===== config.mk =====
export PLATFORM = sky130hd
export DESIGN_NAME = aprs_path_callsign_parser
export DESIGN_NICKNAME = d
export VERILOG_FILES = /design/src/rtl/aprs_pcp_pkg.sv /design/src/rtl/aprs_path_callsign_parser.sv /design/src/rtl/aprs_pcp_in_reg.sv /design/src/rtl/aprs_pcp_core.sv /design/src/rtl/aprs_pcp_out_reg.sv
export VERILOG_INCLUDE_DIRS = /design/src /design/src/rtl
export SDC_FILE = /design/constraint.sdc
export NUM_CORES = 1
export LEC_CHECK = 0
export BUFFER_PORTS_ARGS = -buffer_cell sky130_fd_sc_hd__buf_4
export CAP_MARGIN = 40
export CORE_UTILIZATION = 55
export CTS_BUF_LIST = sky130_fd_sc_hd__clkbuf_16
export CTS_CLUSTER_SIZE = 24
export DETAILED_ROUTE_END_ITERATION = 16
export HOLD_SLACK_MARGIN = 0.15
export PLACE_DENSITY = 0.74
export SYNTH_ARGS = -nofsm -noshare
export SYNTH_HDL_FRONTEND = slang
export SYNTH_SLANG_ARGS = --single-unit

===== constraint.sdc =====
create_clock -name clk -period 5.2 [get_ports clk]
set_input_delay 0 -clock clk [delete_from_list [all_inputs] [get_ports clk]]
set_output_delay 0 -clock clk [all_outputs]
set_load 0.1 [all_outputs]

===== src/rtl/assert_macros.svh =====
// Assertion macros used by the top-level RTL file to check its own logic.
`ifndef ASSERT_MACROS_SVH
`define ASSERT_MACROS_SVH

// Checks a property at every rising clock edge outside reset.
`define ASSERT_CLK(label, prop, msg) \
	label: assert property (@(posedge clk) disable iff (!arst_n) (prop)) else $error(msg);

// Checks that a condition never holds at a rising clock edge outside reset.
`define ASSERT_NEVER(label, cond, msg) \
	`ASSERT_CLK(label, !(cond), msg)

`endif


===== src/rtl/aprs_pcp_pkg.sv =====
// Package with the word types, character codes and helper functions of the path parser.
`timescale 1ns / 1ps
`default_nettype none

package aprs_pcp_pkg;

	localparam int MAX_CHARS_DEF = 16;

	localparam logic [7:0] CH_STAR  = 8'h2A;
	localparam logic [7:0] CH_DASH  = 8'h2D;
	localparam logic [7:0] CH_PLUS  = 8'h2B;
	localparam logic [7:0] CH_ZERO  = 8'h30;
	localparam logic [7:0] CH_SPACE = 8'h20;

	localparam logic [4:0] SSID_MAX = 5'd15;
	localparam logic [4:0] SSID_SAT = 5'd16;

	typedef enum logic [1:0] {
		PH_SKIP   = 2'd0,
		PH_DIGITS = 2'd1,
		PH_DONE   = 2'd3
	} ssid_phase_t;

	typedef enum logic [1:0] {
		TF_EMPTY = 2'd0,
		TF_ZERO  = 2'd1,
		TF_ZERO2 = 2'd2,
		TF_OTHER = 2'd3
	} text_form_t;

	typedef struct packed {
		logic [7:0] char_code;
		logic       last;
		logic       special;
	} item_t;

	typedef struct packed {
		logic       valid_res;
		logic       digipeat;
		logic [3:0] ssid;
		logic       wide;
		logic [1:0] wide_total;
		logic [1:0] wide_remain;
		logic [4:0] callsign_length;
	} verdict_t;

	function automatic logic [7:0] to_upper(input logic [7:0] c);
		return (c >= 8'h61 && c <= 8'h7A) ? c - 8'd32 : c;
	endfunction

	function automatic logic is_digit(input logic [7:0] c);
		return c >= 8'h30 && c <= 8'h39;
	endfunction

	function automatic logic is_alnum_up(input logic [7:0] c);
		return is_digit(c) || (c >= 8'h41 && c <= 8'h5A);
	endfunction

	function automatic logic is_space(input logic [7:0] c);
		return c == CH_SPACE || (c >= 8'd9 && c <= 8'd13);
	endfunction

	function automatic logic [7:0] wide_char(input logic [1:0] idx);
		logic [7:0] r;
		case (idx)
			2'd0: r = 8'h57;
			2'd1: r = 8'h49;
			2'd2: r = 8'h44;
			default: r = 8'h45;
		endcase
		return r;
	endfunction

endpackage

`default_nettype wire


===== src/rtl/aprs_path_callsign_parser.sv =====
// Top level of the path element parser: one character word in, one verdict word per element.
// The verdict of a closing character passes from the input register through the result register to the output.
// Throughput: one character word per cycle; only the result register stalls the input.
// The parser state updates in a single pass from the input register to the result register.
// Reset (arst_n low) empties both registers and returns the parser to an empty element.
`timescale 1ns / 1ps
`default_nettype none

`include "assert_macros.svh"

module aprs_path_callsign_parser #(
	parameter int MAX_CHARS = aprs_pcp_pkg::MAX_CHARS_DEF
) (
	input  wire logic                   clk,
	input  wire logic                   arst_n,
	input  wire logic                   item_valid,
	output logic                        item_stall,
	input  wire aprs_pcp_pkg::item_t    item,
	output logic                        verdict_valid,
	input  wire logic                   verdict_stall,
	output aprs_pcp_pkg::verdict_t      verdict
);

	logic                   out_free;
	logic                   valid_s1;
	aprs_pcp_pkg::item_t    item_s1;
	logic                   step;
	aprs_pcp_pkg::verdict_t verdict_d;

	aprs_pcp_in_reg u_in_reg (
		.clk        (clk),
		.arst_n     (arst_n),
		.item_valid (item_valid),
		.item_stall (item_stall),
		.item       (item),
		.out_free   (out_free),
		.valid_s1   (valid_s1),
		.item_s1    (item_s1),
		.step       (step)
	);

	aprs_pcp_core #(
		.MAX_CHARS (MAX_CHARS)
	) u_core (
		.clk       (clk),
		.arst_n    (arst_n),
		.step      (step),
		.item_s1   (item_s1),
		.verdict_d (verdict_d)
	);

	aprs_pcp_out_reg u_out_reg (
		.clk           (clk),
		.arst_n        (arst_n),
		.load          (step && item_s1.last),
		.verdict_d     (verdict_d),
		.out_free      (out_free),
		.verdict_valid (verdict_valid),
		.verdict_stall (verdict_stall),
		.verdict       (verdict)
	);

	`ASSERT_CLK(a_mid_char_no_stall, (valid_s1 && !item_s1.last) |-> !item_stall, "mid-element character stalled the input")
	`ASSERT_CLK(a_invalid_zero, (verdict_valid && !verdict.valid_res) |-> (verdict == '0), "invalid verdict carries nonzero fields")
	`ASSERT_CLK(a_wide_range, (verdict_valid && verdict.wide) |-> (verdict.wide_total != 2'd0 && verdict.wide_remain <= verdict.wide_total), "wide alias hop counts out of range")
	`ASSERT_NEVER(a_digi_valid, verdict_valid && verdict.digipeat && !verdict.valid_res, "digipeat flag on invalid verdict")

endmodule

`default_nettype wire


===== src/rtl/aprs_pcp_in_reg.sv =====
// Input register that holds one accepted character word until the parser takes it.
`timescale 1ns / 1ps
`default_nettype none

module aprs_pcp_in_reg (
	input  wire logic                 clk,
	input  wire logic                 arst_n,
	input  wire logic                 item_valid,
	output logic                      item_stall,
	input  wire aprs_pcp_pkg::item_t  item,
	input  wire logic                 out_free,
	output logic                      valid_s1,
	output aprs_pcp_pkg::item_t       item_s1,
	output logic                      step
);

	logic load;

	// A closing character moves on only when the result register can take its verdict.
	assign step       = valid_s1 && (!item_s1.last || out_free);
	assign item_stall = valid_s1 && !step;
	assign load       = item_valid && !item_stall;

	always_ff @(posedge clk or negedge arst_n) begin
		if (!arst_n) begin
			valid_s1 <= 1'b0;
		end else begin
			valid_s1 <= load || (valid_s1 && !step);
		end
	end

	always_ff @(posedge clk) begin
		if (load) begin
			item_s1 <= item;
		end
	end

endmodule

`default_nettype wire


===== src/rtl/aprs_pcp_core.sv =====
// Parser state for one path element and the combinational verdict logic.
`timescale 1ns / 1ps
`default_nettype none

module aprs_pcp_core #(
	parameter int MAX_CHARS = aprs_pcp_pkg::MAX_CHARS_DEF
) (
	input  wire logic                clk,
	input  wire logic                arst_n,
	input  wire logic                step,
	input  wire aprs_pcp_pkg::item_t item_s1,
	output aprs_pcp_pkg::verdict_t   verdict_d
);

	localparam int CCW = $clog2(MAX_CHARS + 1);
	localparam int CLW = $clog2(MAX_CHARS + 2);

	logic [CCW-1:0]            cc_q, cc_t;
	logic                      ovf_q, ovf_t;
	logic                      dash_q, dash_t;
	logic [CLW-1:0]            clen_q, clen_t;
	logic                      alnum_q, alnum_t;
	logic                      wp_q, wp_t;
	logic [3:0]                fifth_q, fifth_t;
	aprs_pcp_pkg::ssid_phase_t phase_q, phase_t;
	logic [4:0]                sval_q, sval_t;
	aprs_pcp_pkg::text_form_t  form_q, form_t;

	logic [7:0] c;
	logic       take;
	logic       dig;
	logic       match;
	logic [7:0] prod;
	logic [4:0] acc;
	logic [3:0] ssid_v;
	logic       is_wide;
	logic       bad;

	assign c    = aprs_pcp_pkg::to_upper(item_s1.char_code);
	assign dig  = item_s1.last && !item_s1.special && c == aprs_pcp_pkg::CH_STAR;
	assign take = !item_s1.last || (!item_s1.special && c != aprs_pcp_pkg::CH_STAR);
	assign prod = 8'(sval_q) * 8'd10 + {4'b0, c[3:0]};
	assign acc  = (prod > 8'(aprs_pcp_pkg::SSID_SAT)) ? aprs_pcp_pkg::SSID_SAT : prod[4:0];
	assign match = c == aprs_pcp_pkg::wide_char(clen_q[1:0]);

	always_comb begin
		cc_t    = cc_q;
		ovf_t   = ovf_q;
		dash_t  = dash_q;
		clen_t  = clen_q;
		alnum_t = alnum_q;
		wp_t    = wp_q;
		fifth_t = fifth_q;
		phase_t = phase_q;
		sval_t  = sval_q;
		form_t  = form_q;
		if (cc_q >= CCW'(MAX_CHARS)) begin
			ovf_t = 1'b1;
		end else begin
			cc_t = cc_q + CCW'(1);
		end
		if (take) begin
			if (dash_q) begin
				if (form_q == aprs_pcp_pkg::TF_EMPTY && c == aprs_pcp_pkg::CH_ZERO) begin
					form_t = aprs_pcp_pkg::TF_ZERO;
				end else if (form_q == aprs_pcp_pkg::TF_ZERO && c == aprs_pcp_pkg::CH_ZERO) begin
					form_t = aprs_pcp_pkg::TF_ZERO2;
				end else begin
					form_t = aprs_pcp_pkg::TF_OTHER;
				end
				case (phase_q)
					aprs_pcp_pkg::PH_SKIP: begin
						if (aprs_pcp_pkg::is_space(c)) begin
							phase_t = aprs_pcp_pkg::PH_SKIP;
						end else if (c == aprs_pcp_pkg::CH_PLUS) begin
							phase_t = aprs_pcp_pkg::PH_DIGITS;
						end else if (c == aprs_pcp_pkg::CH_DASH) begin
							sval_t  = aprs_pcp_pkg::SSID_SAT;
							phase_t = aprs_pcp_pkg::PH_DONE;
						end else if (!aprs_pcp_pkg::is_digit(c)) begin
							phase_t = aprs_pcp_pkg::PH_DONE;
						end else begin
							phase_t = aprs_pcp_pkg::PH_DIGITS;
							sval_t  = acc;
						end
					end
					aprs_pcp_pkg::PH_DIGITS: begin
						if (aprs_pcp_pkg::is_digit(c)) begin
							sval_t = acc;
						end else begin
							phase_t = aprs_pcp_pkg::PH_DONE;
						end
					end
					default: begin
						phase_t = phase_q;
					end
				endcase
			end else if (c == aprs_pcp_pkg::CH_DASH) begin
				dash_t = 1'b1;
			end else begin
				if (!aprs_pcp_pkg::is_alnum_up(c)) begin
					alnum_t = 1'b0;
				end
				if (clen_q < CLW'(4)) begin
					wp_t = (clen_q == '0) ? match : (wp_q && match);
				end else if (clen_q == CLW'(4)) begin
					fifth_t = aprs_pcp_pkg::is_digit(c) ? c[3:0] : 4'd0;
				end
				if (clen_q <= CLW'(MAX_CHARS)) begin
					clen_t = clen_q + CLW'(1);
				end
			end
		end
	end

	assign ssid_v  = dash_t ? sval_t[3:0] : 4'd0;
	assign is_wide = (clen_t == CLW'(5)) && wp_t;

	always_comb begin
		bad = ovf_t || !alnum_t;
		if (!dash_t) begin
			if (cc_t == CCW'(1) && dig) begin
				bad = 1'b1;
			end
		end else begin
			if (sval_t > aprs_pcp_pkg::SSID_MAX) begin
				bad = 1'b1;
			end
			if (sval_t == 5'd0 && form_t != aprs_pcp_pkg::TF_ZERO
					&& form_t != aprs_pcp_pkg::TF_ZERO2) begin
				bad = 1'b1;
			end
		end
		if (is_wide && (fifth_t < 4'd1 || fifth_t > 4'd2 || fifth_t < ssid_v)) begin
			bad = 1'b1;
		end
	end

	always_comb begin
		verdict_d = '0;
		if (item_s1.special) begin
			if (!ovf_t) begin
				verdict_d.valid_res       = 1'b1;
				verdict_d.callsign_length = 5'(cc_t);
			end
		end else if (!bad) begin
			verdict_d.valid_res       = 1'b1;
			verdict_d.digipeat        = dig;
			verdict_d.ssid            = ssid_v;
			verdict_d.wide            = is_wide;
			verdict_d.wide_total      = is_wide ? fifth_t[1:0] : 2'd0;
			verdict_d.wide_remain     = is_wide ? ssid_v[1:0] : 2'd0;
			verdict_d.callsign_length = 5'(clen_t);
		end
	end

	always_ff @(posedge clk or negedge arst_n) begin
		if (!arst_n) begin
			cc_q    <= '0;
			ovf_q   <= 1'b0;
			dash_q  <= 1'b0;
			clen_q  <= '0;
			alnum_q <= 1'b1;
			wp_q    <= 1'b0;
			fifth_q <= '0;
			phase_q <= aprs_pcp_pkg::PH_SKIP;
			sval_q  <= '0;
			form_q  <= aprs_pcp_pkg::TF_EMPTY;
		end else if (step) begin
			if (item_s1.last) begin
				cc_q    <= '0;
				ovf_q   <= 1'b0;
				dash_q  <= 1'b0;
				clen_q  <= '0;
				alnum_q <= 1'b1;
				wp_q    <= 1'b0;
				fifth_q <= '0;
				phase_q <= aprs_pcp_pkg::PH_SKIP;
				sval_q  <= '0;
				form_q  <= aprs_pcp_pkg::TF_EMPTY;
			end else begin
				cc_q    <= cc_t;
				ovf_q   <= ovf_t;
				dash_q  <= dash_t;
				clen_q  <= clen_t;
				alnum_q <= alnum_t;
				wp_q    <= wp_t;
				fifth_q <= fifth_t;
				phase_q <= phase_t;
				sval_q  <= sval_t;
				form_q  <= form_t;
			end
		end
	end

endmodule

`default_nettype wire


===== src/rtl/aprs_pcp_out_reg.sv =====
// Result register that holds one verdict word until the receiver takes it.
`timescale 1ns / 1ps
`default_nettype none

module aprs_pcp_out_reg (
	input  wire logic                   clk,
	input  wire logic                   arst_n,
	input  wire logic                   load,
	input  wire aprs_pcp_pkg::verdict_t verdict_d,
	output logic                        out_free,
	output logic                        verdict_valid,
	input  wire logic                   verdict_stall,
	output aprs_pcp_pkg::verdict_t      verdict
);

	assign out_free = !verdict_valid || !verdict_stall;

	always_ff @(posedge clk or negedge arst_n) begin
		if (!arst_n) begin
			verdict_valid <= 1'b0;
		end else begin
			verdict_valid <= load || (verdict_valid && verdict_stall);
		end
	end

	always_ff @(posedge clk) begin
		if (load) begin
			verdict <= verdict_d;
		end
	end

endmodule

`default_nettype wire

After elaboration in Yosys (flattened, before gate mapping):

Cells that the tools add are included.
Widths: inputs -> output; s select.

* reduce and logical (&&, ||, !) cells: 48
* $lt $le $gt $ge: 16
* equal/unequal tests: 17
* bitwise operators: 1
* mux-type cells: 69
* multiply operators: 1
* add/subtract/negate cells: 4

Operators by type and width (count)
* $mux 5: 17
* $eq 8x6->1 const B: 5
* $mux 4: 8
* $mux 2: 14
* $mux 1: 25
* $logic_and 1x1->1: 20
* $ge 8x7->1 const B: 2
* $le 8x7->1 const B: 2
* $mux 16: 1
* $pmux 5 s3: 1
* $add 5x1->5 const B: 2
* $eq 5x3->1 const B: 2
* $logic_not 5->1: 2
* $logic_or 1x1->1: 10
* $pmux 5 s2: 1
* $add 8x4->8: 1
* $eq 8x7->1: 1
* $ge 8x4->1 const B: 1
* $ge 8x6->1 const B: 1
* $gt 8x5->1 const B: 1
* $le 8x4->1 const B: 1
* $le 8x6->1 const B: 1
* $mux 8: 1
* $ne 8x6->1 const B: 1
* other kinds (24): 35

* bits in registers: 55
* word-level logic and storage cells: 178

Logic depth before layout (Yosys ltp):

* depth after elaboration: 21
* mapped depth: 18
* mapped depth without buffers: 17

By module:

From an unflattened synthesis, not the netlist that was laid out.

* cell total of the unflattened synthesis: 401
* area, all modules: 3878.7 µm²

Modules (own cells, without submodules)
* aprs_pcp_core: times used 1, area each 2982.9 µm², cells each 364
* aprs_pcp_out_reg: times used 1, area each 516.7 µm², cells each 19
* aprs_pcp_in_reg: times used 1, area each 372.9 µm², cells each 17
* aprs_path_callsign_parser: times used 1, area each 6.3 µm², cells each 1

Worst setup path before layout:

No wires, ideal clock.

* kind: register to register
* from: register u_core.sval_q[1]
* to: register u_out_reg.verdict[15] (netlist name)
* period minus slack after synthesis: 4.610 ns
* buffers on the path: 1
* cell stages (with the launch flop): 18
* data arrival time: 4.347 ns
* setup slack: 0.590 ns
* cells stage by stage: dfrtp_1 > ha_1 > ha_1 > fa_1 > xor2_1 > o2111a_2 > xnor3_1 > a2111oi_4 > nand3_1 > o2bb2ai_1 > nand2_1 > ha_1 > a211o_1 > o311ai_1 > a31o_2 > a221o_2 > buf_6 > o21ai_0

RTL lines
* from (decl): line aprs_pcp_core.sv:26 `logic [4:0] sval_q, sval_t;`
* from (signal assigned): line aprs_pcp_core.sv:190 `sval_q <= sval_t;`

Worst setup path in the final report:

* from: register u_core.sval_q[1]
* to: register u_out_reg.verdict[7] (netlist name)

* cells in the longest elaborated chain, start to end: 18
* elaborated cells on any way between the ends: 24
* classes of those cells: add/sub (1); mul (1); order compare (3); mux (13); reduce/logical (6)

Ends and longest elaborated chain
* $mul 5x3->7: line aprs_pcp_core.sv:42 `assign prod = 8'(sval_q) * 8'd10 + {4'b0, c[3:0]};`
* $add 8x4->8: line aprs_pcp_core.sv:42
* $gt 8x5->1: line aprs_pcp_core.sv:43 `assign acc = (prod > 8'(aprs_pcp_pkg::SSID_SAT)) ? aprs_pcp_pkg::SSID_SAT : prod[4:0];`
* $mux 5: line aprs_pcp_core.sv:43
* $mux 5: line aprs_pcp_core.sv:80, aprs_pcp_core.sv:88
* $mux 5: line aprs_pcp_core.sv:77 `end else if (c == aprs_pcp_pkg::CH_DASH) begin`
* $mux 5: line aprs_pcp_core.sv:75 `end else if (c == aprs_pcp_pkg::CH_PLUS) begin`
* $mux 5: line aprs_pcp_core.sv:73 `if (aprs_pcp_pkg::is_space(c)) begin`
* $pmux 5 s2: line aprs_pcp_core.sv:71 `case (phase_q)`
* $mux 5: line aprs_pcp_core.sv:63 `if (dash_q) begin`
* $mux 5 *: line aprs_pcp_core.sv:62 `if (take) begin`
* branches (longest 5 deep; another with $gt 5x4->1)
* $mux 1 *: line aprs_pcp_core.sv:134 `if (is_wide && (fifth_t < 4'd1 || fifth_t > 4'd2 || fifth_t < ssid_v)) begin`
* $reduce_or 3->1 (no line) *

Every way passes the cells marked *.
A chain may end at the register's enable or synchronous reset.

==> results.py <==
metrics = {
    "clock_network": {
        "cts_made_buffers": 5,
        "cts_tree": "yes",
        "clock_latency_ps": 300,
        "clk_pin_slew_ps": 80,
        "cts_buffer_depth": 2,
        "h-tree-depth": 2,
        "root_buffer": "clkbuf_16",
        "clock_sinks": 55,
    },
    "logic_synthesis": {
        "ys_warn_count": 0,
        "syn_area_sq_mm": 0.00382,
        "synth_cell_types": 72,
        "async_flop_share_pct": 52.7,
        "seq_area_frac_synth_pct": 39.4,
        "synth_ff_type": "dfrtp_1",
        "synth_seq_cells": 55,
        "avgSynthCellArea_sq_um": 9.44,
        "synth-edff-count": 26,
        "syn_nets": 442,
        "synthCells": 405,
    },
    "sta": {
        "relSlewSlack_pct": 43.0,
        "period_minus_slack_ps": 4900,
        "slew_viol_final": 0,
        "fmax_ghz": 0.204,
        "finalSetupViolCount": 0,
        "hold_viol": 0,
        "setup_tns_ps": 0,
        "period_share_pct": 94.2,
        "whs_ps": 180,
        "finClkSkew_ps": 5.67,
        "worst_slew_pin_slew_ps": 847,
    },
    "floorplan": {
        "core_sq_mm": 0.00676,
        "die_y_um": 85.4,
        "die_x_um": 85.4,
        "ioPinCount": 32,
        "start_util_pct": 56.6,
        "die-area_sq_mm": 0.00729,
        "rows": 30,
    },
    "worst_setup_path": {
        "start_kind": "register",
        "worstSetupPathType": "reg2reg",
        "cp_max_fo": 16,
        "crit_arrival_ps": 5010,
        "critical_path.endpoint_type": "register",
        "reg2reg_depth": 17,
        "timing.rr.end": "u_out_reg.verdict[7]",
        "cp.required_ps": 5310,
        "r2r_slack_ps": 300,
        "timing.rr.start": "u_core.sval_q[1]",
    },
    "route": {
        "ant_nets": 0,
        "wire_per_inst_um": 18.1,
        "drtIter0Drc": 384,
        "routed_via_density": 6.50,
        "drc": 0,
        "vias": 3415,
        "firstDrtPassIters": 5,
        "drt_wl_total_mm": 9.49,
    },
    "cells_and_area": {
        "regArea_sq_mm": 0.00151,
        "insertedDiodeCount": 0,
        "layout_common_cells": "nor2_1 (39), buf_4 (39), nand2_1 (36), dfrtp_1 (27), edfxtp_1 (26)",
        "drive_gt1_share_pct": 16.0,
        "final.fill_count": 582,
        "areaGrowthSynthToFinish_pct": 16.8,
        "multi_input_area_sq_mm": 0.00219,
        "final_cells": 525,
        "utilization_pct": 66.1,
        "layout.nets": 481,
    },
    "placed_design": {
        "dp_cells": 503,
        "place_congestion": 0.945,
        "post-dp-hpwl_mm": 6.86,
        "port_buffers": 31,
    },
    "global_route": {
        "track_usage_pct": 27.7,
        "grt_max_degree": 30,
        "grt_pass1_vias": 3320,
        "antenna_found_initial": 0,
        "grt_pass1_wl_mm": 15.9,
        "gr-total-overflow": 0,
    },
    "power": {
        "ir_drop_mv": 0.178,
        "p_leak_nw": 1.80,
        "power_density_mw_per_mm2": 287,
    },
    "run": {
        "cap_violations": 0,
    },
    "outcome": {
        "outcome": "completed",
    },
    "min_path": {
        "hold_class": "in2async",
    },
}
[report_power, final]
part / internal [W] / leakage (nW) / total, W / switching, W
sequential: 0.000501 / 0.638 / 0.000564 / 0.0000630
combinational: 0.000141 / 1.08 / 0.000370 / 0.000230
clock: 0.000183 / 0.0748 / 0.000348 / 0.000165
[synth_stat cells, drive strengths merged (8+ instances only)]
master / instances / share of area (%)
a22oi: 8 / 1.6
nor2: 39 / 3.8
a21oi: 19 / 2.5
o22ai: 8 / 1.5
nand2: 37 / 3.6
nor3: 15 / 2.0
ha: 21 / 6.9
edfxtp: 26 / 20
o21ai: 18 / 2.4
dfrtp: 28 / 18
nor4: 8 / 2.3
inv: 18 / 1.8
nand3: 15 / 2.0
clkbuf: 15 / 1.5
[kinds of logic after synthesis]
kind of cell    Yosys count  share of synthesized area, %
fa+ha+maj                23                          7.92
xor+xnor                 14                          3.57
compound gates          115                          22.5
simple gates            154                          21.1
buf+inv                  40                          4.38
mux                       4                          1.05
flops                    55                          39.4
[layout make-up]
| class | instances | area share (%) |
|---|---|---|
| clock buffers | 5 | 2.80 |
| clock inverters | 3 | 0.588 |
| inverters | 18 | 1.51 |
| multi-input cells | 310 | 49.0 |
| flip-flops and latches | 55 | 33.8 |
| well taps | 80 | 2.24 |
| repair buffers | 54 | 10.0 |
[worst max path at each step]
| stage | from | end | slack (ps) | cells after the start |
|---|---|---|---|---|
| 6_report | u_core.sval_q[1] | u_out_reg.verdict[7] | 300 | 17 |
| 3_5_place_dp | u_core.sval_q[1] | u_out_reg.verdict[0] | 170 | 17 |
| 4_1_cts | u_core.sval_q[1] | u_out_reg.verdict[0] | 130 | 17 |
| 2_1_floorplan | u_core.sval_q[1] | u_out_reg.verdict[15] | 590 | 17 |
| 3_3_place_gp | u_core.sval_q[0] | u_out_reg.verdict[5] | 430 | 17 |
| 5_1_grt | u_core.sval_q[1] | u_out_reg.verdict[1] | -5 | 17 |
[repair_timing]
action / 4_1_cts / 5_1_grt
setup endpoints to repair: 0 / 14
hold buffers: 14 / 0
resized for setup: 0 / 7
hold endpoints to repair: 41 / 0
setup buffers: 0 / 0
[per-layer routing]
layer | vias up | share of wire (%) | GRT usage [%]
met1 | 1635 | 44 | 36.1
li1 | 1608 | - | -
met5 | - | 0 | 0
met2 | 146 | 47 | 45.9
met3 | 26 | 6.7 | 4.77
met4 | 0 | 2.4 | 11.8
[critical path: stages, from the launching register on]
cell	delay, ps
dfrtp_1	420
ha_1	330
ha_1	210
fa_1	420
xor2_2	200
o2111a_2	260
xnor3_1	340
a2111oi_4	310
nand4_1	170
nand2_2	130
nand2_1	120
ha_1	320
inv_1	40
a311oi_1	260
o311ai_1	110
a31o_2	240
a221o_4	500
nor4_1	320
[per-stage QoR]
step / instance area, sq um / power, W / worst slack, ps
3_5_place_dp: 4130 / 0.000926 / 168
2_1_floorplan: 3820 / 0.000836 / 590
3_3_place_gp: 4120 / 0.000914 / 429
6_report: 4470 / 0.00128 / 302
4_1_cts: 4420 / 0.00128 / 126
5_1_grt: 4470 / 0.00135 / -4.82
[state kept, by name, summed over array words and instances (netlist names), 2 cells and up]
register,flops
u_core.sval_q,5
u_core.form_q,2
u_in_reg.item_s1,10
u_out_reg.verdict,16
u_core.cc_q,5
u_core.phase_q,2
u_core.fifth_q,4
u_core.clen_q,5
No activity file was read; power rests on OpenSTA's default activity.
